File: src/hw/rtl/assert_macros.svh
// Assertion macros for the RTL files of the authentication kernel.
// Needs a clock named i_clk and an active-low reset named i_rst_n in scope.
`ifndef ASSERT_MACROS_SVH
`define ASSERT_MACROS_SVH
`ifndef SYNTHESIS
`define AM_ASSERT_IMP(lbl, ante, cons) \
    lbl: assert property (@(posedge i_clk) disable iff (!i_rst_n) (ante) |-> (cons)) \
        else $error("assertion failed");
`define AM_ASSERT_NEXT(lbl, ante, cons) \
    lbl: assert property (@(posedge i_clk) disable iff (!i_rst_n) (ante) |=> (cons)) \
        else $error("assertion failed");
`else
`define AM_ASSERT_IMP(lbl, ante, cons)
`define AM_ASSERT_NEXT(lbl, ante, cons)
`endif
`endif

File: src/hw/rtl/c128_pkg.sv
// Types, substitution tables and lookup function of the COMP128-1 kernel.
// No dependencies.
package c128_pkg;

    localparam int NumBytes  = 32;
    localparam int NumLevels = 5;
    localparam int NumRounds = 8;
    localparam int NumCells  = NumLevels * NumRounds;

    typedef logic [NumBytes-1:0][7:0] t_state;
    typedef logic [15:0][7:0]         t_key;

    typedef struct packed {
        logic [2:0] level;
        logic       load_key;
        logic       permute;
    } t_cell_ctrl;

    localparam logic [2:0] LevelLast = 3'd4;

    localparam logic [7:0] Sbox0 [512] = '{
        8'h66, 8'hB1, 8'hBA, 8'hA2, 8'h02, 8'h9C, 8'h70, 8'h4B, 8'h37, 8'h19, 8'h08, 8'h0C,
        8'hFB, 8'hC1, 8'hF6, 8'hBC, 8'h6D, 8'hD5, 8'h97, 8'h35, 8'h2A, 8'h4F, 8'hBF, 8'h73,
        8'hE9, 8'hF2, 8'hA4, 8'hDF, 8'hD1, 8'h94, 8'h6C, 8'hA1, 8'hFC, 8'h25, 8'hF4, 8'h2F,
        8'h40, 8'hD3, 8'h06, 8'hED, 8'hB9, 8'hA0, 8'h8B, 8'h71, 8'h4C, 8'h8A, 8'h3B, 8'h46,
        8'h43, 8'h1A, 8'h0D, 8'h9D, 8'h3F, 8'hB3, 8'hDD, 8'h1E, 8'hD6, 8'h24, 8'hA6, 8'h45,
        8'h98, 8'h7C, 8'hCF, 8'h74, 8'hF7, 8'hC2, 8'h29, 8'h54, 8'h47, 8'h01, 8'h31, 8'h0E,
        8'h5F, 8'h23, 8'hA9, 8'h15, 8'h60, 8'h4E, 8'hD7, 8'hE1, 8'hB6, 8'hF3, 8'h1C, 8'h5C,
        8'hC9, 8'h76, 8'h04, 8'h4A, 8'hF8, 8'h80, 8'h11, 8'h0B, 8'h92, 8'h84, 8'hF5, 8'h30,
        8'h95, 8'h5A, 8'h78, 8'h27, 8'h57, 8'hE6, 8'h6A, 8'hE8, 8'hAF, 8'h13, 8'h7E, 8'hBE,
        8'hCA, 8'h8D, 8'h89, 8'hB0, 8'hFA, 8'h1B, 8'h65, 8'h28, 8'hDB, 8'hE3, 8'h3A, 8'h14,
        8'h33, 8'hB2, 8'h62, 8'hD8, 8'h8C, 8'h16, 8'h20, 8'h79, 8'h3D, 8'h67, 8'hCB, 8'h48,
        8'h1D, 8'h6E, 8'h55, 8'hD4, 8'hB4, 8'hCC, 8'h96, 8'hB7, 8'h0F, 8'h42, 8'hAC, 8'hC4,
        8'h38, 8'hC5, 8'h9E, 8'h00, 8'h64, 8'h2D, 8'h99, 8'h07, 8'h90, 8'hDE, 8'hA3, 8'hA7,
        8'h3C, 8'h87, 8'hD2, 8'hE7, 8'hAE, 8'hA5, 8'h26, 8'hF9, 8'hE0, 8'h22, 8'hDC, 8'hE5,
        8'hD9, 8'hD0, 8'hF1, 8'h44, 8'hCE, 8'hBD, 8'h7D, 8'hFF, 8'hEF, 8'h36, 8'hA8, 8'h59,
        8'h7B, 8'h7A, 8'h49, 8'h91, 8'h75, 8'hEA, 8'h8F, 8'h63, 8'h81, 8'hC8, 8'hC0, 8'h52,
        8'h68, 8'hAA, 8'h88, 8'hEB, 8'h5D, 8'h51, 8'hCD, 8'hAD, 8'hEC, 8'h5E, 8'h69, 8'h34,
        8'h2E, 8'hE4, 8'hC6, 8'h05, 8'h39, 8'hFE, 8'h61, 8'h9B, 8'h8E, 8'h85, 8'hC7, 8'hAB,
        8'hBB, 8'h32, 8'h41, 8'hB5, 8'h7F, 8'h6B, 8'h93, 8'hE2, 8'hB8, 8'hDA, 8'h83, 8'h21,
        8'h4D, 8'h56, 8'h1F, 8'h2C, 8'h58, 8'h3E, 8'hEE, 8'h12, 8'h18, 8'h2B, 8'h9A, 8'h17,
        8'h50, 8'h9F, 8'h86, 8'h6F, 8'h09, 8'h72, 8'h03, 8'h5B, 8'h10, 8'h82, 8'h53, 8'h0A,
        8'hC3, 8'hF0, 8'hFD, 8'h77, 8'hB1, 8'h66, 8'hA2, 8'hBA, 8'h9C, 8'h02, 8'h4B, 8'h70,
        8'h19, 8'h37, 8'h0C, 8'h08, 8'hC1, 8'hFB, 8'hBC, 8'hF6, 8'hD5, 8'h6D, 8'h35, 8'h97,
        8'h4F, 8'h2A, 8'h73, 8'hBF, 8'hF2, 8'hE9, 8'hDF, 8'hA4, 8'h94, 8'hD1, 8'hA1, 8'h6C,
        8'h25, 8'hFC, 8'h2F, 8'hF4, 8'hD3, 8'h40, 8'hED, 8'h06, 8'hA0, 8'hB9, 8'h71, 8'h8B,
        8'h8A, 8'h4C, 8'h46, 8'h3B, 8'h1A, 8'h43, 8'h9D, 8'h0D, 8'hB3, 8'h3F, 8'h1E, 8'hDD,
        8'h24, 8'hD6, 8'h45, 8'hA6, 8'h7C, 8'h98, 8'h74, 8'hCF, 8'hC2, 8'hF7, 8'h54, 8'h29,
        8'h01, 8'h47, 8'h0E, 8'h31, 8'h23, 8'h5F, 8'h15, 8'hA9, 8'h4E, 8'h60, 8'hE1, 8'hD7,
        8'hF3, 8'hB6, 8'h5C, 8'h1C, 8'h76, 8'hC9, 8'h4A, 8'h04, 8'h80, 8'hF8, 8'h0B, 8'h11,
        8'h84, 8'h92, 8'h30, 8'hF5, 8'h5A, 8'h95, 8'h27, 8'h78, 8'hE6, 8'h57, 8'hE8, 8'h6A,
        8'h13, 8'hAF, 8'hBE, 8'h7E, 8'h8D, 8'hCA, 8'hB0, 8'h89, 8'h1B, 8'hFA, 8'h28, 8'h65,
        8'hE3, 8'hDB, 8'h14, 8'h3A, 8'hB2, 8'h33, 8'hD8, 8'h62, 8'h16, 8'h8C, 8'h79, 8'h20,
        8'h67, 8'h3D, 8'h48, 8'hCB, 8'h6E, 8'h1D, 8'hD4, 8'h55, 8'hCC, 8'hB4, 8'hB7, 8'h96,
        8'h42, 8'h0F, 8'hC4, 8'hAC, 8'hC5, 8'h38, 8'h00, 8'h9E, 8'h2D, 8'h64, 8'h07, 8'h99,
        8'hDE, 8'h90, 8'hA7, 8'hA3, 8'h87, 8'h3C, 8'hE7, 8'hD2, 8'hA5, 8'hAE, 8'hF9, 8'h26,
        8'h22, 8'hE0, 8'hE5, 8'hDC, 8'hD0, 8'hD9, 8'h44, 8'hF1, 8'hBD, 8'hCE, 8'hFF, 8'h7D,
        8'h36, 8'hEF, 8'h59, 8'hA8, 8'h7A, 8'h7B, 8'h91, 8'h49, 8'hEA, 8'h75, 8'h63, 8'h8F,
        8'hC8, 8'h81, 8'h52, 8'hC0, 8'hAA, 8'h68, 8'hEB, 8'h88, 8'h51, 8'h5D, 8'hAD, 8'hCD,
        8'h5E, 8'hEC, 8'h34, 8'h69, 8'hE4, 8'h2E, 8'h05, 8'hC6, 8'hFE, 8'h39, 8'h9B, 8'h61,
        8'h85, 8'h8E, 8'hAB, 8'hC7, 8'h32, 8'hBB, 8'hB5, 8'h41, 8'h6B, 8'h7F, 8'hE2, 8'h93,
        8'hDA, 8'hB8, 8'h21, 8'h83, 8'h56, 8'h4D, 8'h2C, 8'h1F, 8'h3E, 8'h58, 8'h12, 8'hEE,
        8'h2B, 8'h18, 8'h17, 8'h9A, 8'h9F, 8'h50, 8'h6F, 8'h86, 8'h72, 8'h09, 8'h5B, 8'h03,
        8'h82, 8'h10, 8'h0A, 8'h53, 8'hF0, 8'hC3, 8'h77, 8'hFD
    };

    localparam logic [7:0] Sbox1 [256] = '{
        8'h13, 8'h0B, 8'h50, 8'h72, 8'h2B, 8'h01, 8'h45, 8'h5E, 8'h27, 8'h12, 8'h7F, 8'h75,
        8'h61, 8'h03, 8'h55, 8'h2B, 8'h1B, 8'h7C, 8'h46, 8'h53, 8'h2F, 8'h47, 8'h3F, 8'h0A,
        8'h2F, 8'h59, 8'h4F, 8'h04, 8'h0E, 8'h3B, 8'h0B, 8'h05, 8'h23, 8'h6B, 8'h67, 8'h44,
        8'h15, 8'h56, 8'h24, 8'h5B, 8'h55, 8'h7E, 8'h20, 8'h32, 8'h6D, 8'h5E, 8'h78, 8'h06,
        8'h35, 8'h4F, 8'h1C, 8'h2D, 8'h63, 8'h5F, 8'h29, 8'h22, 8'h58, 8'h44, 8'h5D, 8'h37,
        8'h6E, 8'h7D, 8'h69, 8'h14, 8'h5A, 8'h50, 8'h4C, 8'h60, 8'h17, 8'h3C, 8'h59, 8'h40,
        8'h79, 8'h38, 8'h0E, 8'h4A, 8'h65, 8'h08, 8'h13, 8'h4E, 8'h4C, 8'h42, 8'h68, 8'h2E,
        8'h6F, 8'h32, 8'h20, 8'h03, 8'h27, 8'h00, 8'h3A, 8'h19, 8'h5C, 8'h16, 8'h12, 8'h33,
        8'h39, 8'h41, 8'h77, 8'h74, 8'h16, 8'h6D, 8'h07, 8'h56, 8'h3B, 8'h5D, 8'h3E, 8'h6E,
        8'h4E, 8'h63, 8'h4D, 8'h43, 8'h0C, 8'h71, 8'h57, 8'h62, 8'h66, 8'h05, 8'h58, 8'h21,
        8'h26, 8'h38, 8'h17, 8'h08, 8'h4B, 8'h2D, 8'h0D, 8'h4B, 8'h5F, 8'h3F, 8'h1C, 8'h31,
        8'h7B, 8'h78, 8'h14, 8'h70, 8'h2C, 8'h1E, 8'h0F, 8'h62, 8'h6A, 8'h02, 8'h67, 8'h1D,
        8'h52, 8'h6B, 8'h2A, 8'h7C, 8'h18, 8'h1E, 8'h29, 8'h10, 8'h6C, 8'h64, 8'h75, 8'h28,
        8'h49, 8'h28, 8'h07, 8'h72, 8'h52, 8'h73, 8'h24, 8'h70, 8'h0C, 8'h66, 8'h64, 8'h54,
        8'h5C, 8'h30, 8'h48, 8'h61, 8'h09, 8'h36, 8'h37, 8'h4A, 8'h71, 8'h7B, 8'h11, 8'h1A,
        8'h35, 8'h3A, 8'h04, 8'h09, 8'h45, 8'h7A, 8'h15, 8'h76, 8'h2A, 8'h3C, 8'h1B, 8'h49,
        8'h76, 8'h7D, 8'h22, 8'h0F, 8'h41, 8'h73, 8'h54, 8'h40, 8'h3E, 8'h51, 8'h46, 8'h01,
        8'h18, 8'h6F, 8'h79, 8'h53, 8'h68, 8'h51, 8'h31, 8'h7F, 8'h30, 8'h69, 8'h1F, 8'h0A,
        8'h06, 8'h5B, 8'h57, 8'h25, 8'h10, 8'h36, 8'h74, 8'h7E, 8'h1F, 8'h26, 8'h0D, 8'h00,
        8'h48, 8'h6A, 8'h4D, 8'h3D, 8'h1A, 8'h43, 8'h2E, 8'h1D, 8'h60, 8'h25, 8'h3D, 8'h34,
        8'h65, 8'h11, 8'h2C, 8'h6C, 8'h47, 8'h34, 8'h42, 8'h39, 8'h21, 8'h33, 8'h19, 8'h5A,
        8'h02, 8'h77, 8'h7A, 8'h23
    };

    localparam logic [7:0] Sbox2 [128] = '{
        8'h34, 8'h32, 8'h2C, 8'h06, 8'h15, 8'h31, 8'h29, 8'h3B, 8'h27, 8'h33, 8'h19, 8'h20,
        8'h33, 8'h2F, 8'h34, 8'h2B, 8'h25, 8'h04, 8'h28, 8'h22, 8'h3D, 8'h0C, 8'h1C, 8'h04,
        8'h3A, 8'h17, 8'h08, 8'h0F, 8'h0C, 8'h16, 8'h09, 8'h12, 8'h37, 8'h0A, 8'h21, 8'h23,
        8'h32, 8'h01, 8'h2B, 8'h03, 8'h39, 8'h0D, 8'h3E, 8'h0E, 8'h07, 8'h2A, 8'h2C, 8'h3B,
        8'h3E, 8'h39, 8'h1B, 8'h06, 8'h08, 8'h1F, 8'h1A, 8'h36, 8'h29, 8'h16, 8'h2D, 8'h14,
        8'h27, 8'h03, 8'h10, 8'h38, 8'h30, 8'h02, 8'h15, 8'h1C, 8'h24, 8'h2A, 8'h3C, 8'h21,
        8'h22, 8'h12, 8'h00, 8'h0B, 8'h18, 8'h0A, 8'h11, 8'h3D, 8'h1D, 8'h0E, 8'h2D, 8'h1A,
        8'h37, 8'h2E, 8'h0B, 8'h11, 8'h36, 8'h2E, 8'h09, 8'h18, 8'h1E, 8'h3C, 8'h20, 8'h00,
        8'h14, 8'h26, 8'h02, 8'h1E, 8'h3A, 8'h23, 8'h01, 8'h10, 8'h38, 8'h28, 8'h17, 8'h30,
        8'h0D, 8'h13, 8'h13, 8'h1B, 8'h1F, 8'h35, 8'h2F, 8'h26, 8'h3F, 8'h0F, 8'h31, 8'h05,
        8'h25, 8'h35, 8'h19, 8'h24, 8'h3F, 8'h1D, 8'h05, 8'h07
    };

    localparam logic [7:0] Sbox3 [64] = '{
        8'h01, 8'h05, 8'h1D, 8'h06, 8'h19, 8'h01, 8'h12, 8'h17, 8'h11, 8'h13, 8'h00,
        8'h09, 8'h18, 8'h19, 8'h06, 8'h1F, 8'h1C, 8'h14, 8'h18, 8'h1E, 8'h04, 8'h1B,
        8'h03, 8'h0D, 8'h0F, 8'h10, 8'h0E, 8'h12, 8'h04, 8'h03, 8'h08, 8'h09, 8'h14,
        8'h00, 8'h0C, 8'h1A, 8'h15, 8'h08, 8'h1C, 8'h02, 8'h1D, 8'h02, 8'h0F, 8'h07,
        8'h0B, 8'h16, 8'h0E, 8'h0A, 8'h11, 8'h15, 8'h0C, 8'h1E, 8'h1A, 8'h1B, 8'h10,
        8'h1F, 8'h0B, 8'h07, 8'h0D, 8'h17, 8'h0A, 8'h05, 8'h16, 8'h13
    };

    localparam logic [7:0] Sbox4 [32] = '{
        8'h0F, 8'h0C, 8'h0A, 8'h04, 8'h01, 8'h0E, 8'h0B, 8'h07, 8'h05, 8'h00, 8'h0E,
        8'h07, 8'h01, 8'h02, 8'h0D, 8'h08, 8'h0A, 8'h03, 8'h04, 8'h09, 8'h06, 8'h00,
        8'h03, 8'h02, 8'h05, 8'h06, 8'h08, 8'h09, 8'h0B, 8'h0D, 8'h0F, 8'h0C
    };

    function automatic logic [7:0] sbox_lookup(input logic [2:0] level, input logic [9:0] idx);
        logic [7:0] res;
        case (level)
            3'd0: res = Sbox0[idx[8:0]];
            3'd1: res = Sbox1[idx[7:0]];
            3'd2: res = Sbox2[idx[6:0]];
            3'd3: res = Sbox3[idx[5:0]];
            3'd4: res = Sbox4[idx[4:0]];
            default: res = 8'h00;
        endcase
        return res;
    endfunction

endpackage

File: src/hw/rtl/c128_cell.sv
// One butterfly level of one round: key reload, table substitution, bit permutation.
// Depends on c128_pkg and assert_macros.svh.
`include "assert_macros.svh"
module c128_cell (
    input  logic                 i_clk,
    input  logic                 i_rst_n,
    input  c128_pkg::t_cell_ctrl i_ctrl,
    input  c128_pkg::t_key       i_key,
    input  logic                 i_valid,
    input  c128_pkg::t_state     i_w,
    output logic                 o_ready,
    output logic                 o_valid,
    output c128_pkg::t_state     o_w,
    input  logic                 i_ready_next
);

    logic             r_valid;
    c128_pkg::t_state r_w;
    c128_pkg::t_state n_w;
    c128_pkg::t_state src;
    c128_pkg::t_state sub;
    logic [4:0]       half;
    logic [127:0]     nib;
    logic [127:0]     perm;
    logic             high_nib_set;

    always_comb begin
        src = i_w;
        if (i_ctrl.load_key) begin
            for (int i = 0; i < 16; i++) begin
                src[i] = i_key[i];
            end
        end
        half = 5'd16 >> i_ctrl.level;
        for (int i = 0; i < c128_pkg::NumBytes; i++) begin
            sub[i] = c128_pkg::sbox_lookup(i_ctrl.level,
                10'(src[i]) + {1'b0, src[5'(i) ^ half], 1'b0});
        end
        for (int j = 0; j < c128_pkg::NumBytes; j++) begin
            for (int k = 0; k < 4; k++) begin
                nib[127 - (4 * j + k)] = sub[j][3 - k];
            end
        end
        for (int i = 0; i < 128; i++) begin
            perm[127 - i] = nib[127 - int'(7'(i * 17))];
        end
        n_w = sub;
        if (i_ctrl.permute) begin
            for (int j = 0; j < 16; j++) begin
                n_w[16 + j] = perm[127 - 8 * j -: 8];
            end
        end
    end

    assign o_ready = !r_valid || i_ready_next;
    assign o_valid = r_valid;
    assign o_w     = r_w;

    always_ff @(posedge i_clk) begin
        if (!i_rst_n) begin
            r_valid <= 1'b0;
        end else if (o_ready) begin
            r_valid <= i_valid;
        end
    end

    always_ff @(posedge i_clk) begin
        if (o_ready && i_valid) begin
            r_w <= n_w;
        end
    end

    always_comb begin
        high_nib_set = 1'b0;
        for (int i = 0; i < c128_pkg::NumBytes; i++) begin
            high_nib_set = high_nib_set | (|r_w[i][7:4]);
        end
    end

    `AM_ASSERT_NEXT(a_hold_valid, r_valid && !i_ready_next, r_valid)
    `AM_ASSERT_NEXT(a_hold_word, r_valid && !i_ready_next, $stable(r_w))
    `AM_ASSERT_IMP(a_last_nibbles,
        r_valid && (i_ctrl.level == c128_pkg::LevelLast) && !i_ctrl.permute, !high_nib_set)

endmodule

File: src/hw/rtl/comp128_auth_kernel.sv
// Top level of the COMP128-1 authentication kernel: key registers, cell chain, result packing.
// Depends on c128_pkg and c128_cell.
//
// Usage:
//   Write the subscriber key through the APB port: key_high at byte address 0,
//   key_low at byte address 8, 64-bit data. Reads return the stored key.
//   Present a challenge word on i_challenge_high/i_challenge_low with i_valid;
//   it is taken when o_ready is high. The result word appears on
//   o_signed_response/o_cipher_key with o_valid and is taken with i_ready.
//   The word passes through a chain of 40 cells, one per butterfly level of
//   each of the eight rounds, each with its own register. Throughput is one
//   challenge per cycle while the receiver holds i_ready high.
//   When the receiver stalls, words pile up in the chain; empty cells keep
//   accepting, so o_ready falls only once all 40 cells hold a word.
//   Reset empties the chain and clears both key registers to zero.
module comp128_auth_kernel (
    input  logic        i_clk,
    input  logic        i_rst_n,
    input  logic        psel,
    input  logic        penable,
    input  logic        pwrite,
    input  logic [3:0]  paddr,
    input  logic [63:0] pwdata,
    output logic [63:0] prdata,
    output logic        pready,
    input  logic        i_valid,
    output logic        o_ready,
    input  logic [63:0] i_challenge_high,
    input  logic [63:0] i_challenge_low,
    output logic        o_valid,
    input  logic        i_ready,
    output logic [31:0] o_signed_response,
    output logic [63:0] o_cipher_key
);

    logic [63:0]      r_key_high;
    logic [63:0]      r_key_low;
    c128_pkg::t_key   key;
    c128_pkg::t_state chain_w  [c128_pkg::NumCells + 1];
    logic             chain_v  [c128_pkg::NumCells + 1];
    logic             chain_rd [c128_pkg::NumCells + 1];
    c128_pkg::t_state res;
    logic             wr_en;

    assign pready = 1'b1;
    assign wr_en  = psel && penable && pwrite && pready;
    assign prdata = paddr[3] ? r_key_low : r_key_high;

    always_ff @(posedge i_clk) begin
        if (!i_rst_n) begin
            r_key_high <= '0;
            r_key_low  <= '0;
        end else if (wr_en) begin
            if (paddr[3]) begin
                r_key_low <= pwdata;
            end else begin
                r_key_high <= pwdata;
            end
        end
    end

    always_comb begin
        for (int b = 0; b < 8; b++) begin
            key[b]     = r_key_high[63 - 8 * b -: 8];
            key[b + 8] = r_key_low[63 - 8 * b -: 8];
        end
        chain_w[0] = '0;
        for (int b = 0; b < 8; b++) begin
            chain_w[0][16 + b] = i_challenge_high[63 - 8 * b -: 8];
            chain_w[0][24 + b] = i_challenge_low[63 - 8 * b -: 8];
        end
    end

    assign chain_v[0]                      = i_valid;
    assign o_ready                         = chain_rd[0];
    assign chain_rd[c128_pkg::NumCells]    = i_ready;

    for (genvar s = 0; s < c128_pkg::NumCells; s++) begin : g_cell
        localparam int Lvl = s % c128_pkg::NumLevels;
        c128_pkg::t_cell_ctrl ctrl;
        assign ctrl.level    = 3'(Lvl);
        assign ctrl.load_key = (Lvl == 0);
        assign ctrl.permute  = (Lvl == c128_pkg::NumLevels - 1) &&
                               (s < c128_pkg::NumCells - 1);
        c128_cell u_cell (
            .i_clk        (i_clk),
            .i_rst_n      (i_rst_n),
            .i_ctrl       (ctrl),
            .i_key        (key),
            .i_valid      (chain_v[s]),
            .i_w          (chain_w[s]),
            .o_ready      (chain_rd[s]),
            .o_valid      (chain_v[s + 1]),
            .o_w          (chain_w[s + 1]),
            .i_ready_next (chain_rd[s + 1])
        );
    end

    assign res     = chain_w[c128_pkg::NumCells];
    assign o_valid = chain_v[c128_pkg::NumCells];

    always_comb begin
        for (int j = 0; j < 4; j++) begin
            o_signed_response[31 - 8 * j -: 8] = {res[2 * j][3:0], res[2 * j + 1][3:0]};
        end
        for (int j = 0; j < 6; j++) begin
            o_cipher_key[63 - 8 * j -: 8] =
                {res[2 * j + 18][1:0], res[2 * j + 19][3:0], res[2 * j + 20][3:2]};
        end
        o_cipher_key[15:8] = {res[30][1:0], res[31][3:0], 2'b00};
        o_cipher_key[7:0]  = 8'h00;
    end

endmodule
File: config.mk
export PLATFORM = sky130hd
export DESIGN_NAME = comp128_auth_kernel
export DESIGN_NICKNAME = d
export VERILOG_FILES = /design/src/hw/rtl/c128_pkg.sv /design/src/hw/rtl/c128_cell.sv /design/src/hw/rtl/comp128_auth_kernel.sv
export VERILOG_INCLUDE_DIRS = /design/src /design/src/hw/rtl
export SDC_FILE = /design/constraint.sdc
export NUM_CORES = 1
export LEC_CHECK = 0
export ABC_AREA = 1
export BUFFER_PORTS_ARGS = -buffer_cell sky130_fd_sc_hd__buf_2
export CORE_ASPECT_RATIO = 0.9
export CORE_MARGIN = 2
export CORE_UTILIZATION = 40
export CTS_CLUSTER_SIZE = 28
export DETAILED_ROUTE_END_ITERATION = 8
export MAX_ROUTING_LAYER = met4
export PLACE_DENSITY = 0.73
export REMOVE_ABC_BUFFERS = 1
export SLEW_MARGIN = 5
export SYNTH_ARGS = -nofsm -noshare
export SYNTH_HDL_FRONTEND = slang
export SYNTH_SLANG_ARGS = --single-unit
File: constraint.sdc
create_clock -name i_clk -period 3.8 [get_ports i_clk]
set_clock_uncertainty 0.05 [all_clocks]
set_input_delay 0.76 -clock i_clk [delete_from_list [all_inputs] [get_ports i_clk]]
set_output_delay 0.76 -clock i_clk [all_outputs]
set_load 0.02 [all_outputs]
==> results.toml, run 1 <==
[setup_path]
arrival_ns = 3.39
cp_top_family = "simple AND/OR/NAND/NOR gates"
cp-end-kind = "output port"
cp_cell_sequence = "buf_2 > inv_1 > nand4_1 > nor3_2 > nand4_2 > nor2_4 > nand4_4 > nor2_4 > nand4_4 > nor2_4 > nand4_4 > nor2_4 > nand4_4 > nor2_4 > nand4_4 > nor2_4 > nand4_4 > nor2_4 > nand4_4 > nor2_4 > nand4_2 > buf_2"
crit_type = "primary input to output port"
crit_path_top_delay_cell = "buf_2"
cp.required_ns = 2.99
cp-start-kind = "primary input"
cp_max_fo = 4
slowest_delay_ns = 0.18
cp.buffers_inverters = 3
crit_top_cell = "nor2_4"

[finish]
fill_cells = 1790
seq_area_um2 = 3360
fin_util_pct = 47.6
mostFrequentLayoutCells = "nor2_1, dfxtp_1, o21ai_0"
drive_above_1_share_pct = 19.2
multi_input_area_um2 = 3100
final_common_cell = "nor2_1"
nNetsFinal = 1299
area_growth_pct = 15.3

[die]
core_area_um2 = 17800
ioPinCount = 366
std_cell_rows = 46
die_h_um = 132
dieArea_um2 = 19400
die_w_um = 147
initial_core_util_pct = 41.3

[logic_synthesis]
synth_top_cell_area_share_pct = 45.8
yosysUniqueCellTypes = 23
syn_inst = 983
ys_warn_count = 0
synthesis.area_um2 = 7340
ys_seq_area_share_pct = 45.8
synth_area_leaders = "dfxtp_1, o21ai_0, nor2_1"
syn_avg_cell_area_um2 = 7.47
ys_ff_latch = 168
yosys.area.top_type = "dfxtp_1"

[grt]
grt_pass1_vias = 5465
grt_max_degree = 106
grt_pass1_wl_mm = 26.8
grt.total_usage_pct = 17.5
antenna_found_initial = 2
grt.overflow.total = 0

[route]
num_vias = 6076
wl_per_cell_um = 12.3
first_pass_iters = 4
drc_errors = 0
wl_mm = 16.6
initialDrtViolationCount = 208
routed_via_density = 4.51
drtAntennaViolNets = 0

[placement]
place.gp.congestion = 0.750
io_buffers = 137
hpwlAfterDp_mm = 10.8

[run_status]
outcome = "finished, violations left"
violations = "negative setup slack"

[cts]
cts_buffers = 17
clock_path_buffers = 2
clkSinkCount = 168
cts_tree = "built"
clkTransAtPathRegs_ns = 0.06
cts_root_buf = "clkbuf_16"
ctsHoldBuffers = 0
cts_max_level = 4
clock_latency_ns = 0.42

[pwr]
swShare_pct = 25.8
p_switching_mw = 0.999
power.share.clock_pct = 43.7
p_int_mw = 2.87
power_frac_comb_pct = 9.1
p_leak_nw = 3.93
ir_drop_v = 0.000404
powerDensity_nw_per_um2 = 458
power.share.sequential_pct = 47.2

[flow_run]
drv_cap = 0

[timing]
slew_headroom_pct = 37.0
slew_viol_final = 0
hold_viol_final = 0
setup_viol = 1
fmax_ghz = 0.238
fin_ws_ns = -0.401
tightestPinTransition_ns = 0.944
setup_tns_ns = -0.401
rsz0062_at_grt = "true"
min_period_ns = 4.20
period_share_pct = 111

[min_path]
hold_class = "register to register"
[cells by family after synthesis]
group	after synthesis	share of synthesized area, %
other cells	2	0.102
simple gates	339	20.2
buf+inv	230	16.8
compound gates	244	17.0
flops	168	45.8
[through the flow]
| step | cells | instance area (um^2) | hold slack (ns) | power, mW | worst slack, ns |
|---|---|---|---|---|---|
| after floorplan | 923 | 6750 | 0.374 | 2.07 | -0.0975 |
| after global placement | 1317 | 7890 | 0.383 | 2.21 | -0.428 |
| after detailed placement | 1317 | 7890 | 0.388 | 2.22 | -0.440 |
| after CTS | 1347 | 8460 | 0.398 | 3.91 | -0.461 |
| after global routing | 1348 | 8460 | 0.418 | 4.02 | -0.732 |
| final | 1348 | 8460 | 0.396 | 3.87 | -0.401 |
[sequential cells by signal, indices dropped and copies added, names as in the netlist]
signal                 flops
r_key_low                 64
r_key_high                64
g_cell.u_cell.o_valid     40
[synth_stat cells]
cell type and number:
a31oi_1 1, buf_1 5, nand3_1 2, inv_2 4
o21ai_0 164, nand4_4 7, nand4_1 1, a21oi_2 1
conb_1 2, dfxtp_1 168, nor3_2 1, clkinv_1 2
o21a_1 9, nor2_1 199, a21oi_1 64, buf_4 97
nand4_2 2, inv_1 63, nand2_1 119, nor2_4 8
o21ai_1 5, clkinv_2 6, clkbuf_1 53
[cell type report]
type | count | area share [%]
multi-input combinational | 680 | 36.7
tap | 240 | 3.55
timing repair buffer | 154 | 9.79
clock buffer | 19 | 5.12
antenna | 1 | 0.0296
inverter | 75 | 3.42
sequential | 168 | 39.8
clock inverter | 11 | 1.63
[layer usage]
| metal | share of wire [%] | up-vias | GRT usage, % |
|---|---|---|---|
| met5 | 0 | - | - |
| met2 | 44 | 230 | 27.0 |
| li1 | - | 3142 | - |
| met1 | 45 | 2689 | 21.5 |
| met4 | 1.3 | 0 | 4.15 |
| met3 | 10 | 15 | 7.17 |
[power groups by stage]
stage               Combinational [mW]  Clock (mW)  Sequential [mW]
global route                     0.390        1.80             1.83
detailed placement               0.350           0             1.87
finish                           0.352        1.69             1.83
CTS                              0.351        1.73             1.83
floorplan                        0.210           0             1.86
global placement                 0.347           0             1.87
[worst register-to-register path: cells and delay by family (launching register included)]
family	cells	cell delay, ns
compound gates	1	0.13
flops	1	0.36
simple gates	19	2.32
[what timing repair did]
action                                  4_1_cts  5_1_grt
gates resized for setup                       0        0
endpoints found under the setup margin        1        1
cloned                                        0        0
buffers inserted                              0        0
pin swaps                                     0        0
[path summary, 6_finish.rpt]
path | startpoint | end | slack (ns) | depth (start not counted)
worst max-delay path | i_ready | o_ready | -0.40 | 22
worst min-delay path | r_key_high[40] | r_key_high[40] | 0.40 | 2
worst max register to register | g_cell[37].u_cell.o_valid | g_cell[0].u_cell.o_valid | 0.85 | 20
worst min register to register | r_key_high[40] | r_key_high[40] | 0.40 | 2
Power figures use the tool's default switching activity.
==> run 2, diff against run 1 <==
- GPL_TIMING_DRIVEN: unset -> 0
- PLACE_DENSITY: 0.73 -> 0.71
- clock period: 3.8 -> 4.4 ns (I/O delays scaled with it)
==> run 2 against run 1 <==
The run still ends with negative setup slack left. Routed wire length down 2.4%. Largest power group unchanged. Via count down 0.36%. Sequential share of layout area down 0.070 points. Setup slack better by 0.28 ns. Die area unchanged. Non-clock buffer count down 12. Total power down 12%. Register-to-register slack better by 0.53 ns.
==> results.toml, run 2 (synthesis gave the netlist of run 1 again) <==
[run_status]
outcome = "finished, violations left"
violations = "negative setup slack"

[die]
core_area_um2 = 17800
ioPinCount = 366
initial_core_util_pct = 41.3
std_cell_rows = 46
dieArea_um2 = 19400
die_h_um = 132
die_w_um = 147

[grt]
met2_usage_pct = 25.2
grt_max_degree = 96
grt_most_used_layer = "met2"
grt.total_usage_pct = 16.7
grt_pass1_wl_mm = 25.8
grtUsageMet3_pct = 5.28
grt.overflow.total = 0
grt_pass1_vias = 5259
antenna_found_initial = 2
met1_usage_pct = 21.4

[route]
drtAntennaViolNets = 0
drc_errors = 0
num_vias = 6054
wl_mm = 16.2
wl_per_cell_um = 12.1
first_pass_iters = 6
initialDrtViolationCount = 235
routed_via_density = 4.52

[finish]
mostFrequentLayoutCells = "nor2_1, dfxtp_1, o21ai_0"
final_common_cell = "nor2_1"
drive_above_1_share_pct = 18.7
fill_cells = 1744
fin_util_pct = 47.6
final_cells = 1340
nNetsFinal = 1287
area_growth_pct = 15.5

[timing]
holdWs_ns = 0.396
period_share_pct = 103
tightestPinTransition_ns = 1.02
slew_headroom_pct = 32.2
hold_viol_final = 0
fin_ws_ns = -0.121
rsz0062_at_grt = "true"
fmax_ghz = 0.221
setup_viol = 1
setup_tns_ns = -0.121
min_period_ns = 4.52
slew_viol_final = 0

[placement]
hpwlAfterDp_mm = 10.3
io_buffers = 137
place.gp.congestion = 0.729
dp_cells = 1305

[setup_path]
rr_worst_depth = 20
cp-start-kind = "primary input"
crit_path_start = "i_ready"
cp-end-kind = "output port"
reg2reg_to = "g_cell[0].u_cell.o_valid"
cp.required_ns = 3.47
rr_startpoint = "g_cell[37].u_cell.o_valid"
endpoint = "o_ready"
arrival_ns = 3.59
cp_max_fo = 4
crit_type = "primary input to output port"
reg2reg_slack_ns = 1.38

[cts]
cts_max_level = 4
clock_path_buffers = 2
cts_root_buf = "clkbuf_16"
cts_tree = "built"
ctsHoldBuffers = 0
clock_latency_ns = 0.42
clkTransAtPathRegs_ns = 0.06
ctsResizeCount = 0
clkSinkCount = 168
postCtsSetupBuffers = 0
cts_buffers = 17

[min_path]
hold_class = "register to register"

[pwr]
powerDensity_nw_per_um2 = 401
finalPower_mw = 3.40
p_leak_nw = 3.91
ir_drop_v = 0.000263

[flow_run]
drv_cap = 0
run 2: worst min path at each step:
stage | start | end | slack [ns] | depth (start not counted)
2_1_floorplan | r_key_high[27] | r_key_high[27] | 0.37 | 2
3_3_place_gp | r_key_high[29] | r_key_high[29] | 0.38 | 2
6_report | r_key_high[59] | r_key_high[59] | 0.40 | 2
3_5_place_dp | r_key_high[61] | r_key_high[61] | 0.39 | 2
5_1_grt | r_key_high[38] | r_key_high[38] | 0.41 | 2
4_1_cts | r_key_high[30] | r_key_high[30] | 0.40 | 2
run 2: critical path, stage by stage:
cell and delay [ns]:
buf_2 0.10, inv_1 0.05, nand4_1 0.11, nor3_2 0.18
nand4_2 0.15, nor2_4 0.15, nand4_4 0.10, nor2_4 0.14
nand4_4 0.10, nor2_4 0.13, nand4_4 0.10, nor2_4 0.14
nand4_4 0.10, nor2_4 0.14, nand4_4 0.10, nor2_4 0.14
nand4_4 0.10, nor2_4 0.14, nand4_4 0.11, nor2_4 0.13
nand4_2 0.10, buf_2 0.18
run 2: cell type report:
cell class / count / area [um^2] / share of cell area, %
Inverter: 75 / 293 / 3.46
Clock inverter: 12 / 141 / 1.67
Sequential cell: 168 / 3360 / 39.7
Timing Repair Buffer: 142 / 805 / 9.49
Antenna cell: 3 / 7.51 / 0.0886
Tap cell: 240 / 300 / 3.54
Multi-Input combinational cell: 680 / 3110 / 36.7
Clock buffer: 20 / 457 / 5.39
run 2: stage by stage:
stage | setup slack, ns | area [um^2]
after detailed placement | -0.175 | 7870
after floorplan | 0.263 | 6750
after CTS | -0.182 | 8460
after global routing | -0.445 | 8470
final | -0.121 | 8470
after global placement | -4.42 | 7730
run 2: where the power goes:
part	total [mW]	switching (mW)	internal [mW]
clock	1.51	0.637	0.875
sequential	1.58	0.0161	1.56
combinational	0.307	0.228	0.0788
total	3.40	0.881	2.52
run 2: metal layers:
layer | wire [um] | vias to the layer above
li1 | - | 3137
met4 | 153 | 0
met3 | 1540 | 11
met2 | 7100 | 228
met5 | 0 | -
met1 | 7360 | 2678
